===== config.mk =====
export PLATFORM = sky130hd
export DESIGN_NAME = motor_mode_switch_controller
export DESIGN_NICKNAME = d
export VERILOG_FILES = /design/src/rtl/mmsc_pkg.sv /design/src/rtl/mmsc_in_reg.sv /design/src/rtl/mmsc_step.sv /design/src/rtl/mmsc_out_reg.sv /design/src/rtl/motor_mode_switch_controller.sv
export VERILOG_INCLUDE_DIRS = /design/src /design/src/rtl
export SDC_FILE = /design/constraint.sdc
export NUM_CORES = 1
export LEC_CHECK = 0
export BUFFER_PORTS_ARGS = -buffer_cell sky130_fd_sc_hd__buf_4
export CORE_AREA = 2 2 146 148
export DETAILED_ROUTE_END_ITERATION = 8
export DIE_AREA = 0 0 148 150
export GPL_ROUTABILITY_DRIVEN = 0
export GPL_TIMING_DRIVEN = 0
export PLACE_DENSITY = 0.68
export RECOVER_POWER = 100
export SYNTH_ARGS = -nofsm -noshare
export SYNTH_HDL_FRONTEND = slang
export SYNTH_SLANG_ARGS = --single-unit

===== constraint.sdc =====
create_clock -name clk -period 8.2 [get_ports clk]
set_clock_uncertainty 0.05 [all_clocks]
set_input_delay 1.64 -clock clk [delete_from_list [all_inputs] [get_ports clk]]
set_output_delay 1.64 -clock clk [all_outputs]
set_load 0.1 [all_outputs]

===== src/rtl/motor_mode_switch_controller_assert.svh =====
// assertion macros for the motor mode switch controller
`ifndef MOTOR_MODE_SWITCH_CONTROLLER_ASSERT_SVH
`define MOTOR_MODE_SWITCH_CONTROLLER_ASSERT_SVH
`ifndef SYNTHESIS
// condition must hold at every clock edge out of reset
`define MMSC_ASSERT_ALWAYS(lbl, cond, msg) \
  lbl: assert property (@(posedge clk) disable iff (!rst_n) (cond)) else $error(msg);
// antecedent at one edge implies consequent at the next
`define MMSC_ASSERT_NEXT(lbl, ante, cons, msg) \
  lbl: assert property (@(posedge clk) disable iff (!rst_n) (ante) |=> (cons)) else $error(msg);
`else
`define MMSC_ASSERT_ALWAYS(lbl, cond, msg)
`define MMSC_ASSERT_NEXT(lbl, ante, cons, msg)
`endif
`endif


===== src/rtl/mmsc_pkg.sv =====
// shared types and codes for the motor mode switch controller
`default_nettype none

package mmsc_pkg;

  // request types
  localparam logic [1:0] REQ_TICK  = 2'd0;
  localparam logic [1:0] REQ_SET_A = 2'd1;
  localparam logic [1:0] REQ_SET_B = 2'd2;
  localparam logic [1:0] REQ_QUERY = 2'd3;

  // response codes
  localparam logic [2:0] RSP_NONE  = 3'd0;
  localparam logic [2:0] RSP_ACK   = 3'd1;
  localparam logic [2:0] RSP_NAK   = 3'd2;
  localparam logic [2:0] RSP_QUERY = 3'd3;
  localparam logic [2:0] RSP_BUSY  = 3'd4;

  // motor drive codes
  localparam logic [1:0] DRV_BRAKE = 2'd0;
  localparam logic [1:0] DRV_FWD   = 2'd1;
  localparam logic [1:0] DRV_REV   = 2'd2;

  // mode codes
  localparam logic [1:0] MODE_UNKNOWN = 2'd0;
  localparam logic [1:0] MODE_A       = 2'd1;
  localparam logic [1:0] MODE_B       = 2'd2;

  // configuration register indexes
  localparam logic [2:0] CFG_HIGH_RUN_LIMIT    = 3'd0;
  localparam logic [2:0] CFG_STABLE_LOW_COUNT  = 3'd1;
  localparam logic [2:0] CFG_TOTAL_TICK_LIMIT  = 3'd2;
  localparam logic [2:0] CFG_START_DELAY_TICKS = 3'd3;
  localparam logic [2:0] CFG_SETTLE_TICKS      = 3'd4;

  localparam int CFG_IDX_W  = 3;
  localparam int CFG_DATA_W = 16;

  typedef struct packed {
    logic [15:0] high_run_limit;
    logic [7:0]  stable_low_count;
    logic [15:0] total_tick_limit;
    logic [15:0] start_delay_ticks;
    logic [15:0] settle_ticks;
  } cfg_t;

  typedef struct packed {
    logic [15:0] tag;
    logic        sensor;
    logic [1:0]  req_type;
  } item_t;

  typedef struct packed {
    logic        busy_res;
    logic        seen_high;
    logic        sensor_now;
    logic [1:0]  mode_now;
    logic [1:0]  motor_drive;
    logic [15:0] reply_tag;
    logic [2:0]  response;
  } result_t;

endpackage

`default_nettype wire


===== src/rtl/mmsc_in_reg.sv =====
// input register stage for request items
`default_nettype none

module mmsc_in_reg (
  input  wire logic           clk,
  input  wire logic           rst_n,
  input  wire logic           in_valid,
  output logic                in_ready,
  input  wire mmsc_pkg::item_t in_item,
  input  wire logic           adv,
  output logic                item_vld,
  output mmsc_pkg::item_t     item
);

  logic            vld_r;
  logic            vld_nxt;
  mmsc_pkg::item_t item_r;

  // free when empty or when the held item moves on this cycle
  assign in_ready = !vld_r || adv;

  always_comb begin
    vld_nxt = vld_r;
    if (in_valid && in_ready) begin
      vld_nxt = 1'b1;
    end else if (adv) begin
      vld_nxt = 1'b0;
    end
  end

  always_ff @(posedge clk) begin
    if (!rst_n) begin
      vld_r <= 1'b0;
    end else begin
      vld_r <= vld_nxt;
    end
  end

  // payload capture
  always_ff @(posedge clk) begin
    if (in_valid && in_ready) begin
      item_r <= in_item;
    end
  end

  assign item_vld = vld_r;
  assign item     = item_r;

endmodule

`default_nettype wire


===== src/rtl/mmsc_step.sv =====
// switch sequencer state and single-pass next-state logic
`default_nettype none

`include "motor_mode_switch_controller_assert.svh"

module mmsc_step #(
  parameter int COUNT_BITS = 16
) (
  input  wire logic            clk,
  input  wire logic            rst_n,
  input  wire logic            adv,
  input  wire mmsc_pkg::item_t item,
  input  wire mmsc_pkg::cfg_t  cfg,
  output mmsc_pkg::result_t    res
);

  localparam int CW = (COUNT_BITS > 16) ? COUNT_BITS : 16;
  localparam logic [COUNT_BITS-1:0] CNT_MAX = {COUNT_BITS{1'b1}};

  typedef enum logic [1:0] {
    PH_IDLE,
    PH_START,
    PH_SAMPLE,
    PH_SETTLE
  } phase_t;

  phase_t                phase_r, phase_nxt;
  logic                  target_b_r, target_b_nxt;
  logic [1:0]            mode_r, mode_nxt;
  logic                  seen_r, seen_nxt;
  logic                  init_lvl_r, init_lvl_nxt;
  logic [7:0]            low_run_r, low_run_nxt;
  logic [COUNT_BITS-1:0] high_run_r, high_run_nxt;
  logic [COUNT_BITS-1:0] tick_tot_r, tick_tot_nxt;
  logic [COUNT_BITS-1:0] delay_r, delay_nxt;
  logic [15:0]           pend_tag_r, pend_tag_nxt;
  logic [1:0]            drive_r, drive_nxt;

  logic                  do_sample;
  logic                  do_finish;
  logic                  do_fail;
  logic [2:0]            rsp;
  logic [15:0]           rtag;

  // next state for one request
  always_comb begin
    phase_nxt    = phase_r;
    target_b_nxt = target_b_r;
    mode_nxt     = mode_r;
    seen_nxt     = seen_r;
    init_lvl_nxt = init_lvl_r;
    low_run_nxt  = low_run_r;
    high_run_nxt = high_run_r;
    tick_tot_nxt = tick_tot_r;
    delay_nxt    = delay_r;
    pend_tag_nxt = pend_tag_r;
    drive_nxt    = drive_r;
    do_sample    = 1'b0;
    do_finish    = 1'b0;
    do_fail      = 1'b0;
    rsp          = mmsc_pkg::RSP_NONE;
    rtag         = '0;

    unique case (item.req_type)
      mmsc_pkg::REQ_TICK: begin
        // delays count down; the tick that finds zero moves on
        case (phase_r)
          PH_START: begin
            if (delay_r != '0) begin
              delay_nxt = delay_r - 1'b1;
            end else begin
              phase_nxt = PH_SAMPLE;
              do_sample = 1'b1;
            end
          end
          PH_SETTLE: begin
            if (delay_r != '0) begin
              delay_nxt = delay_r - 1'b1;
            end else begin
              do_finish = 1'b1;
            end
          end
          PH_SAMPLE: do_sample = 1'b1;
          default: ;
        endcase

        // feedback sampling
        if (do_sample) begin
          tick_tot_nxt = (tick_tot_r != CNT_MAX) ? tick_tot_r + 1'b1 : CNT_MAX;
          if (item.sensor) begin
            seen_nxt     = 1'b1;
            low_run_nxt  = '0;
            high_run_nxt = (high_run_r != CNT_MAX) ? high_run_r + 1'b1 : CNT_MAX;
            if (CW'(high_run_nxt) > CW'(cfg.high_run_limit)) begin
              do_fail = 1'b1;
            end else if (CW'(tick_tot_nxt) > CW'(cfg.total_tick_limit)) begin
              do_fail = 1'b1;
            end
          end else begin
            low_run_nxt = (low_run_r != 8'hff) ? low_run_r + 1'b1 : 8'hff;
            if (low_run_nxt >= cfg.stable_low_count) begin
              // end point reached
              if (init_lvl_r) begin
                seen_nxt = 1'b1;
              end
              phase_nxt = PH_SETTLE;
              delay_nxt = COUNT_BITS'(cfg.settle_ticks);
              if (COUNT_BITS'(cfg.settle_ticks) == '0) begin
                do_finish = 1'b1;
              end
            end else if (CW'(tick_tot_nxt) > CW'(cfg.total_tick_limit)) begin
              do_fail = 1'b1;
            end
          end
        end

        // end of a switch
        if (do_fail) begin
          drive_nxt = mmsc_pkg::DRV_BRAKE;
          mode_nxt  = mmsc_pkg::MODE_UNKNOWN;
          phase_nxt = PH_IDLE;
          rsp       = mmsc_pkg::RSP_NAK;
        end else if (do_finish) begin
          drive_nxt = mmsc_pkg::DRV_BRAKE;
          phase_nxt = PH_IDLE;
          if (seen_nxt) begin
            mode_nxt = target_b_r ? mmsc_pkg::MODE_B : mmsc_pkg::MODE_A;
            rsp      = mmsc_pkg::RSP_ACK;
          end else begin
            mode_nxt = mmsc_pkg::MODE_UNKNOWN;
            rsp      = mmsc_pkg::RSP_NAK;
          end
        end
        if (rsp != mmsc_pkg::RSP_NONE) begin
          rtag = pend_tag_r;
        end
      end

      mmsc_pkg::REQ_QUERY: begin
        rsp  = mmsc_pkg::RSP_QUERY;
        rtag = item.tag;
      end

      mmsc_pkg::REQ_SET_A, mmsc_pkg::REQ_SET_B: begin
        if (phase_r != PH_IDLE) begin
          rsp  = mmsc_pkg::RSP_BUSY;
          rtag = item.tag;
        end else begin
          seen_nxt = 1'b0;
          if (item.req_type == mode_r && !item.sensor) begin
            // already there
            rsp  = mmsc_pkg::RSP_ACK;
            rtag = item.tag;
          end else begin
            // start the motor toward the target
            pend_tag_nxt = item.tag;
            target_b_nxt = (item.req_type == mmsc_pkg::REQ_SET_B);
            init_lvl_nxt = item.sensor;
            drive_nxt    = (item.req_type == mmsc_pkg::REQ_SET_B) ?
                           mmsc_pkg::DRV_FWD : mmsc_pkg::DRV_REV;
            phase_nxt    = PH_START;
            delay_nxt    = COUNT_BITS'(cfg.start_delay_ticks);
            low_run_nxt  = '0;
            high_run_nxt = '0;
            tick_tot_nxt = '0;
          end
        end
      end

      default: ;
    endcase
  end

  // state registers
  always_ff @(posedge clk) begin
    if (!rst_n) begin
      phase_r    <= PH_IDLE;
      target_b_r <= 1'b0;
      mode_r     <= mmsc_pkg::MODE_UNKNOWN;
      seen_r     <= 1'b0;
      init_lvl_r <= 1'b0;
      low_run_r  <= '0;
      high_run_r <= '0;
      tick_tot_r <= '0;
      delay_r    <= '0;
      pend_tag_r <= '0;
      drive_r    <= mmsc_pkg::DRV_BRAKE;
    end else if (adv) begin
      phase_r    <= phase_nxt;
      target_b_r <= target_b_nxt;
      mode_r     <= mode_nxt;
      seen_r     <= seen_nxt;
      init_lvl_r <= init_lvl_nxt;
      low_run_r  <= low_run_nxt;
      high_run_r <= high_run_nxt;
      tick_tot_r <= tick_tot_nxt;
      delay_r    <= delay_nxt;
      pend_tag_r <= pend_tag_nxt;
      drive_r    <= drive_nxt;
    end
  end

  // result fields reflect the state after this request
  always_comb begin
    res.response    = rsp;
    res.reply_tag   = rtag;
    res.motor_drive = drive_nxt;
    res.mode_now    = mode_nxt;
    res.sensor_now  = item.sensor;
    res.seen_high   = seen_nxt;
    res.busy_res    = (phase_nxt != PH_IDLE);
  end

  // motor runs exactly while a switch is in progress
  `MMSC_ASSERT_ALWAYS(a_drive_busy, (phase_r == PH_IDLE) == (drive_r == mmsc_pkg::DRV_BRAKE), "drive/phase mismatch")
  // sampling starts only after the start delay ran out
  `MMSC_ASSERT_ALWAYS(a_sample_delay, (phase_r != PH_SAMPLE) || (delay_r == '0), "delay left while sampling")
  // mode only changes when a request is processed
  `MMSC_ASSERT_NEXT(a_mode_hold, !adv, $stable(mode_r), "mode changed without a request")
  // a started switch is busy afterwards
  `MMSC_ASSERT_NEXT(a_start_busy, adv && (phase_r == PH_IDLE) && (phase_nxt == PH_START), phase_r == PH_START, "switch did not start")

endmodule

`default_nettype wire


===== src/rtl/mmsc_out_reg.sv =====
// result register toward the output channel
`default_nettype none

module mmsc_out_reg (
  input  wire logic              clk,
  input  wire logic              rst_n,
  input  wire logic              load,
  input  wire mmsc_pkg::result_t res,
  input  wire logic              out_ready,
  output logic                   out_valid,
  output mmsc_pkg::result_t      out_res
);

  logic              vld_r;
  logic              vld_nxt;
  mmsc_pkg::result_t res_r;

  always_comb begin
    vld_nxt = vld_r;
    if (load) begin
      vld_nxt = 1'b1;
    end else if (out_ready) begin
      vld_nxt = 1'b0;
    end
  end

  always_ff @(posedge clk) begin
    if (!rst_n) begin
      vld_r <= 1'b0;
    end else begin
      vld_r <= vld_nxt;
    end
  end

  // payload capture
  always_ff @(posedge clk) begin
    if (load) begin
      res_r <= res;
    end
  end

  assign out_valid = vld_r;
  assign out_res   = res_r;

endmodule

`default_nettype wire


===== src/rtl/motor_mode_switch_controller.sv =====
// top level of the motor mode switch controller
//
// channel  dir  handshake                 payload
// in_      in   in_tvalid / in_tready     in_tdata: request item
// out_     out  out_tvalid / out_tready   out_tdata: one response per request
// cfg_     in   cfg_we                    cfg_idx, cfg_wdata: limit registers
//
// one request per cycle sustained while out_tready holds high; a request passes the input
// register, then the sequencer step into the result register, and out_tvalid rises when
// the result register loads, so a stalled output can hold it in the input register
// the sequencer state updates in the same cycle the result register loads
// a stalled output holds both registers; the input side keeps taking a request
// while its register is empty; rst_n is synchronous and restores reset limits
`default_nettype none

module motor_mode_switch_controller #(
  parameter int COUNT_BITS = 16
) (
  input  wire logic        clk,
  input  wire logic        rst_n,
  input  wire logic        in_tvalid,
  output logic             in_tready,
  // req_type[1:0], sensor[2], tag[18:3], zero fill [23:19]
  input  wire logic [23:0] in_tdata,
  output logic             out_tvalid,
  input  wire logic        out_tready,
  // response[2:0], reply_tag[18:3], motor_drive[20:19], mode_now[22:21],
  // sensor_now[23], seen_high[24], busy_res[25], zero fill [31:26]
  output logic [31:0]      out_tdata,
  input  wire logic        cfg_we,
  input  wire logic [mmsc_pkg::CFG_IDX_W-1:0]  cfg_idx,
  input  wire logic [mmsc_pkg::CFG_DATA_W-1:0] cfg_wdata
);

  mmsc_pkg::cfg_t    cfg_r;
  mmsc_pkg::item_t   in_item;
  mmsc_pkg::item_t   item;
  mmsc_pkg::result_t res;
  mmsc_pkg::result_t out_res;
  logic              item_vld;
  logic              adv;

  // limit registers
  always_ff @(posedge clk) begin
    if (!rst_n) begin
      cfg_r.high_run_limit    <= 16'd300;
      cfg_r.stable_low_count  <= 8'd5;
      cfg_r.total_tick_limit  <= 16'd500;
      cfg_r.start_delay_ticks <= 16'd10;
      cfg_r.settle_ticks      <= 16'd10;
    end else if (cfg_we) begin
      unique case (cfg_idx)
        mmsc_pkg::CFG_HIGH_RUN_LIMIT:    cfg_r.high_run_limit    <= cfg_wdata;
        mmsc_pkg::CFG_STABLE_LOW_COUNT:  cfg_r.stable_low_count  <= cfg_wdata[7:0];
        mmsc_pkg::CFG_TOTAL_TICK_LIMIT:  cfg_r.total_tick_limit  <= cfg_wdata;
        mmsc_pkg::CFG_START_DELAY_TICKS: cfg_r.start_delay_ticks <= cfg_wdata;
        mmsc_pkg::CFG_SETTLE_TICKS:      cfg_r.settle_ticks      <= cfg_wdata;
        default: ;
      endcase
    end
  end

  // unpack the request
  assign in_item.req_type = in_tdata[1:0];
  assign in_item.sensor   = in_tdata[2];
  assign in_item.tag      = in_tdata[18:3];

  // a held request moves on when the result register is empty or being read
  assign adv = item_vld && (!out_tvalid || out_tready);

  mmsc_in_reg u_in_reg (
    .clk      (clk),
    .rst_n    (rst_n),
    .in_valid (in_tvalid),
    .in_ready (in_tready),
    .in_item  (in_item),
    .adv      (adv),
    .item_vld (item_vld),
    .item     (item)
  );

  mmsc_step #(
    .COUNT_BITS (COUNT_BITS)
  ) u_step (
    .clk   (clk),
    .rst_n (rst_n),
    .adv   (adv),
    .item  (item),
    .cfg   (cfg_r),
    .res   (res)
  );

  mmsc_out_reg u_out_reg (
    .clk       (clk),
    .rst_n     (rst_n),
    .load      (adv),
    .res       (res),
    .out_ready (out_tready),
    .out_valid (out_tvalid),
    .out_res   (out_res)
  );

  // pack the response
  assign out_tdata = {6'b0, out_res.busy_res, out_res.seen_high, out_res.sensor_now,
                      out_res.mode_now, out_res.motor_drive, out_res.reply_tag,
                      out_res.response};

endmodule

`default_nettype wire


==> metrics.md <==
| Metric | Value |
|---|---|
| Avg WL per Cell | 18.1 um |
| Critical Path Fanout Max | 10 |
| Buffer count from post-CTS setup fixing | 0 |
| Met3 global-route usage | 3.84% |
| Worst hold path class | flip-flop to flip-flop |
| Die Ht | around 150 um |
| Relative slew margins | -24.4% |
| Vias in the first global route | between 8k and 9k |
| Net Sw Power | 630 uW |
| Hold slack | approximately 400 ps |
| Arrival time of the worst setup path | between 5000 and 6000 ps |
| Combinational power share | 13.1% |
| Synthesis-to-finish area growth | 13.1% |
| Critical path type | flip-flop to flip-flop |
| Post-CTS clock slew at the launch and capture registers of the worst setup and hold paths | 70 ps |
| Post-synthesis instance area | 10100 um^2 |
| Proportion of power drawn by the clock network | 38.9% |
| Run status | complete, but fails checks |
| Gr usage total | a little over a quarter |
| Initial Util | between 40% and 50% |
| Iter 0 DRT Violations | 635 |
| Die area | 22200 um^2 |
| Area inside the core boundary | between 20000 and 25000 um^2 |
| Total wirelength of the detailed-routed design | 28.6 mm |
| Power Internal | 1.58 mW |
| Req. time, crit path | between 8000 and 9000 ps |
| Final critical path time including I/O delays and setup | 5250 ps |
| Synth Area in Simple Gates | 20.8% |
| Clock tree from TritonCTS | done |
| Cell row count | 53 |
| Clk Latency, worst-skew pair | roughly 450 ps |
| Failing checks | capacitance limit, slew limit |
| Met1 global-route usage | between 30% and 40% |
| Leading cell type in the layout, fill and taps excluded | sky130_fd_sc_hd__nand2_1 |
| Number of gates resized after CTS | 0 |
| Final design instance area without fill | around 11000 um^2 |
| Cell count after placement | 1546 |
| Count of flip-flops with a built-in enable after synthesis | 45 |
| Global route hottest layer | met2 |
| Total number of vias | 9112 |
| Final Hold Vio Count | 0 |
| Avg Vias per Cell | a little under 6 |
| Synth Area in Adders | 6.29% |
| Most frequent cells in the layout | 199 x sky130_fd_sc_hd__nand2_1, 155 x sky130_fd_sc_hd__dfxtp_1, 151 x sky130_fd_sc_hd__a21oi_1 |
| Category of the worst setup path launch point | flip-flop |
| Mapped Avg Cell Area | 8.47 um^2 |
| Main combinational cell family by area after synthesis | simple AND/OR/NAND/NOR gates |
| Setup slack of the most critical reg-to-reg path | roughly 2900 ps |
| Count of input and output buffers | 69 |
| Remaining DRCs | 0 |
| Number of buffers between clock root and the deepest sink | 2 |
| Post-synthesis xor/xnor area fraction | 3.11% |
| Met2 routing resource usage after global routing | between 40% and 50% |
| MaxCap Viol Count | 1 |
| Async set or reset register ratio after synthesis | 0% |
| Share of final-layout standard cells stronger than drive strength 1 | 7.21% |
| Nets | 1389 |
| Share of the synthesized area in compound gates (AO/OA/AOI/OAI) | around 19% |
| Synth Register Bits | 200 |
| Maximum clock frequency | 190 MHz |
| Detailed-router iteration count before antenna repair | 6 |
| Grt ovf | 0 |
| Peak VDD IR | around 0.14 mV |
| Syn Inst Count | 1197 |
| I/O pin cnt | 82 |
| H-tree levels | 4 |
| Pins Over Slew Limit | 34 |
| Portion of the clock cycle consumed by the worst path in the final layout | 64.0% |
| Worst Tran Pin Value | 1870 ps |
| Maximum number of pins on one net before global-route repair | 34 |
| Mux share of post-synthesis cell area | 1.97% |
| Antenna fix cells | 0 |
| Fraction of the yosys area taken by sequential cells | approximately 44% |
| Leakage Power | around 4.4 nW |
| Proportion of total power due to net switching | 28.6% |
| Quantity of hold-fixing buffers added after cts | 0 |
| Number of clock buffers inserted by TritonCTS | 17 |
| Number of different library cells in the post-synthesis netlist | 73 |
| Post-route antenna net violation count | 0 |
| Wire length of the first global-routing pass | 45.6 mm |
| Clock tree root driver cell | sky130_fd_sc_hd__clkbuf_16 |
| Setup TNS after final layout | 0 ps |
| Die Wd | 148 um |
| Flop pwr share | 48.1% |
| Clock sink count | 200 |
| Standard cell area after detailed placement | between 10000 and 15000 um^2 |
| Number of warnings printed during yosys synthesis | 0 |
| DP Wirelength | ~21 mm |
| Number of antenna violations at the first check in global routing | 0 |
| Worst setup EP type | flip-flop |
| Most used DFF post-synth | sky130_fd_sc_hd__dfxtp_1 |
| Total power per unit cell area | slightly below 200 nW/um^2 |
| Non-filler cells, final | 1578 |
| Total setup violations reported at the end of the flow | 0 |
| Setup repair after global routing missed its margin | false |
## metal layers
layer | routed length (um) | vias to the layer above
li1 | - | 4408
met1 | 12000 | 4286
met2 | 13700 | 352
met3 | 1940 | 66
met4 | 1010 | 0
met5 | 0 | -
## stage by stage
stage          util [%]  setup slack [ps]  power, mW
6_report           55.4              2950       2.21
3_5_place_dp       53.3              3430       1.37
5_1_grt            55.4              2590       2.28
3_3_place_gp       53.3              3470       1.37
4_1_cts            56.1              3410       2.22
2_1_floorplan         -              4050       1.28
## flip-flops by register name (all words and copies together) (netlist names)
signal,flops
u_step.delay_r,16
u_out_reg.out_valid,1
u_in_reg.item,19
u_step.mode_r,2
u_step.low_run_r,8
u_step.tick_tot_r,16
u_step.init_lvl_r,1
u_step.pend_tag_r,16
u_step.target_b_r,1
u_in_reg.item_vld,1
u_step.drive_r,2
u_step.high_run_r,16
cfg_r,72
u_step.seen_r,1
u_step.phase_r,2
u_out_reg.out_res,26
## cell usage after synthesis (9+ instances only)
cell / instances / share of area (%)
sky130_fd_sc_hd__o21ai_0: 38 / 1.9
sky130_fd_sc_hd__ha_1: 51 / 6.3
sky130_fd_sc_hd__nand2_1: 199 / 7.4
sky130_fd_sc_hd__and2_1: 9 / 0.56
sky130_fd_sc_hd__nor3_1: 14 / 0.69
sky130_fd_sc_hd__xor2_1: 14 / 1.2
sky130_fd_sc_hd__and3_1: 28 / 1.7
sky130_fd_sc_hd__nor4_1: 10 / 0.62
sky130_fd_sc_hd__nor2_1: 90 / 3.3
sky130_fd_sc_hd__xnor2_1: 22 / 1.9
sky130_fd_sc_hd__a22o_1: 18 / 1.6
sky130_fd_sc_hd__a21oi_1: 149 / 7.4
sky130_fd_sc_hd__nand2b_1: 10 / 0.62
sky130_fd_sc_hd__inv_1: 53 / 2.0
sky130_fd_sc_hd__o211ai_1: 16 / 1.2
sky130_fd_sc_hd__a31oi_1: 20 / 1.2
sky130_fd_sc_hd__clkbuf_1: 56 / 2.1
sky130_fd_sc_hd__mux2i_1: 20 / 2.0
sky130_fd_sc_hd__dfxtp_1: 155 / 31
sky130_fd_sc_hd__edfxtp_1: 45 / 13
sky130_fd_sc_hd__nor2b_1: 12 / 0.74
sky130_fd_sc_hd__a211oi_1: 13 / 0.96
sky130_fd_sc_hd__nand3_1: 46 / 2.3
sky130_fd_sc_hd__nand4_1: 14 / 0.86
## final timing paths
kind,to,startpoint,depth (start not counted)
max,u_out_reg.out_res[21]$_DFFE_PP_,u_step.high_run_r[0]$_SDFFE_PN0P_,19
min,cfg_r[49]$_SDFFE_PN0P_,cfg_r[49]$_SDFFE_PN0P_,2
max reg2reg,u_out_reg.out_res[21]$_DFFE_PP_,u_step.high_run_r[0]$_SDFFE_PN0P_,19
min reg2reg,cfg_r[49]$_SDFFE_PN0P_,cfg_r[49]$_SDFFE_PN0P_,2
## worst max-delay path, stage by stage, from the launching register on
cell and delay [ps]:
sky130_fd_sc_hd__dfxtp_1 340, sky130_fd_sc_hd__ha_1 280, sky130_fd_sc_hd__and4_1 240, sky130_fd_sc_hd__and2_0 150, sky130_fd_sc_hd__clkbuf_1 190, sky130_fd_sc_hd__nand3_1 120
sky130_fd_sc_hd__or3_1 100, sky130_fd_sc_hd__clkbuf_1 340, sky130_fd_sc_hd__clkbuf_1 360, sky130_fd_sc_hd__o21ai_0 250, sky130_fd_sc_hd__ha_1 350, sky130_fd_sc_hd__and3_1 190
sky130_fd_sc_hd__nand3_1 100, sky130_fd_sc_hd__a211o_1 230, sky130_fd_sc_hd__nand3_1 120, sky130_fd_sc_hd__a32o_1 300, sky130_fd_sc_hd__a21oi_1 130, sky130_fd_sc_hd__nor2_1 540
sky130_fd_sc_hd__clkbuf_1 470, sky130_fd_sc_hd__o22ai_1 150
## layout make-up
type	count	area, um^2
Buffer	74	318
Clock buffer	17	425
Clock inverter	15	166
Fill cell	1973	9230
Inverter	54	203
Multi-Input combinational cell	874	5150
Sequential cell	200	4450
Tap cell	275	344
Timing Repair Buffer	69	405
## power by group through the flow
stage	Clock [mW]	Combinational [mW]	Sequential, mW
2_1_floorplan	0	0.154	1.12
3_3_place_gp	0	0.288	1.08
4_1_cts	0.864	0.292	1.06
3_5_place_dp	0	0.291	1.08
6_report	0.857	0.288	1.06
5_1_grt	0.905	0.309	1.06
## kinds of logic after synthesis
family,after synthesis
XOR/XNOR,36
AND/OR/NAND/NOR,458
flip-flops,200
adder cells (fa/ha/maj),51
multiplexers,20
other,1
buffers and inverters,128
AO/OA/AOI/OAI,303
Note: power is estimated with default switching activity, not from simulation.
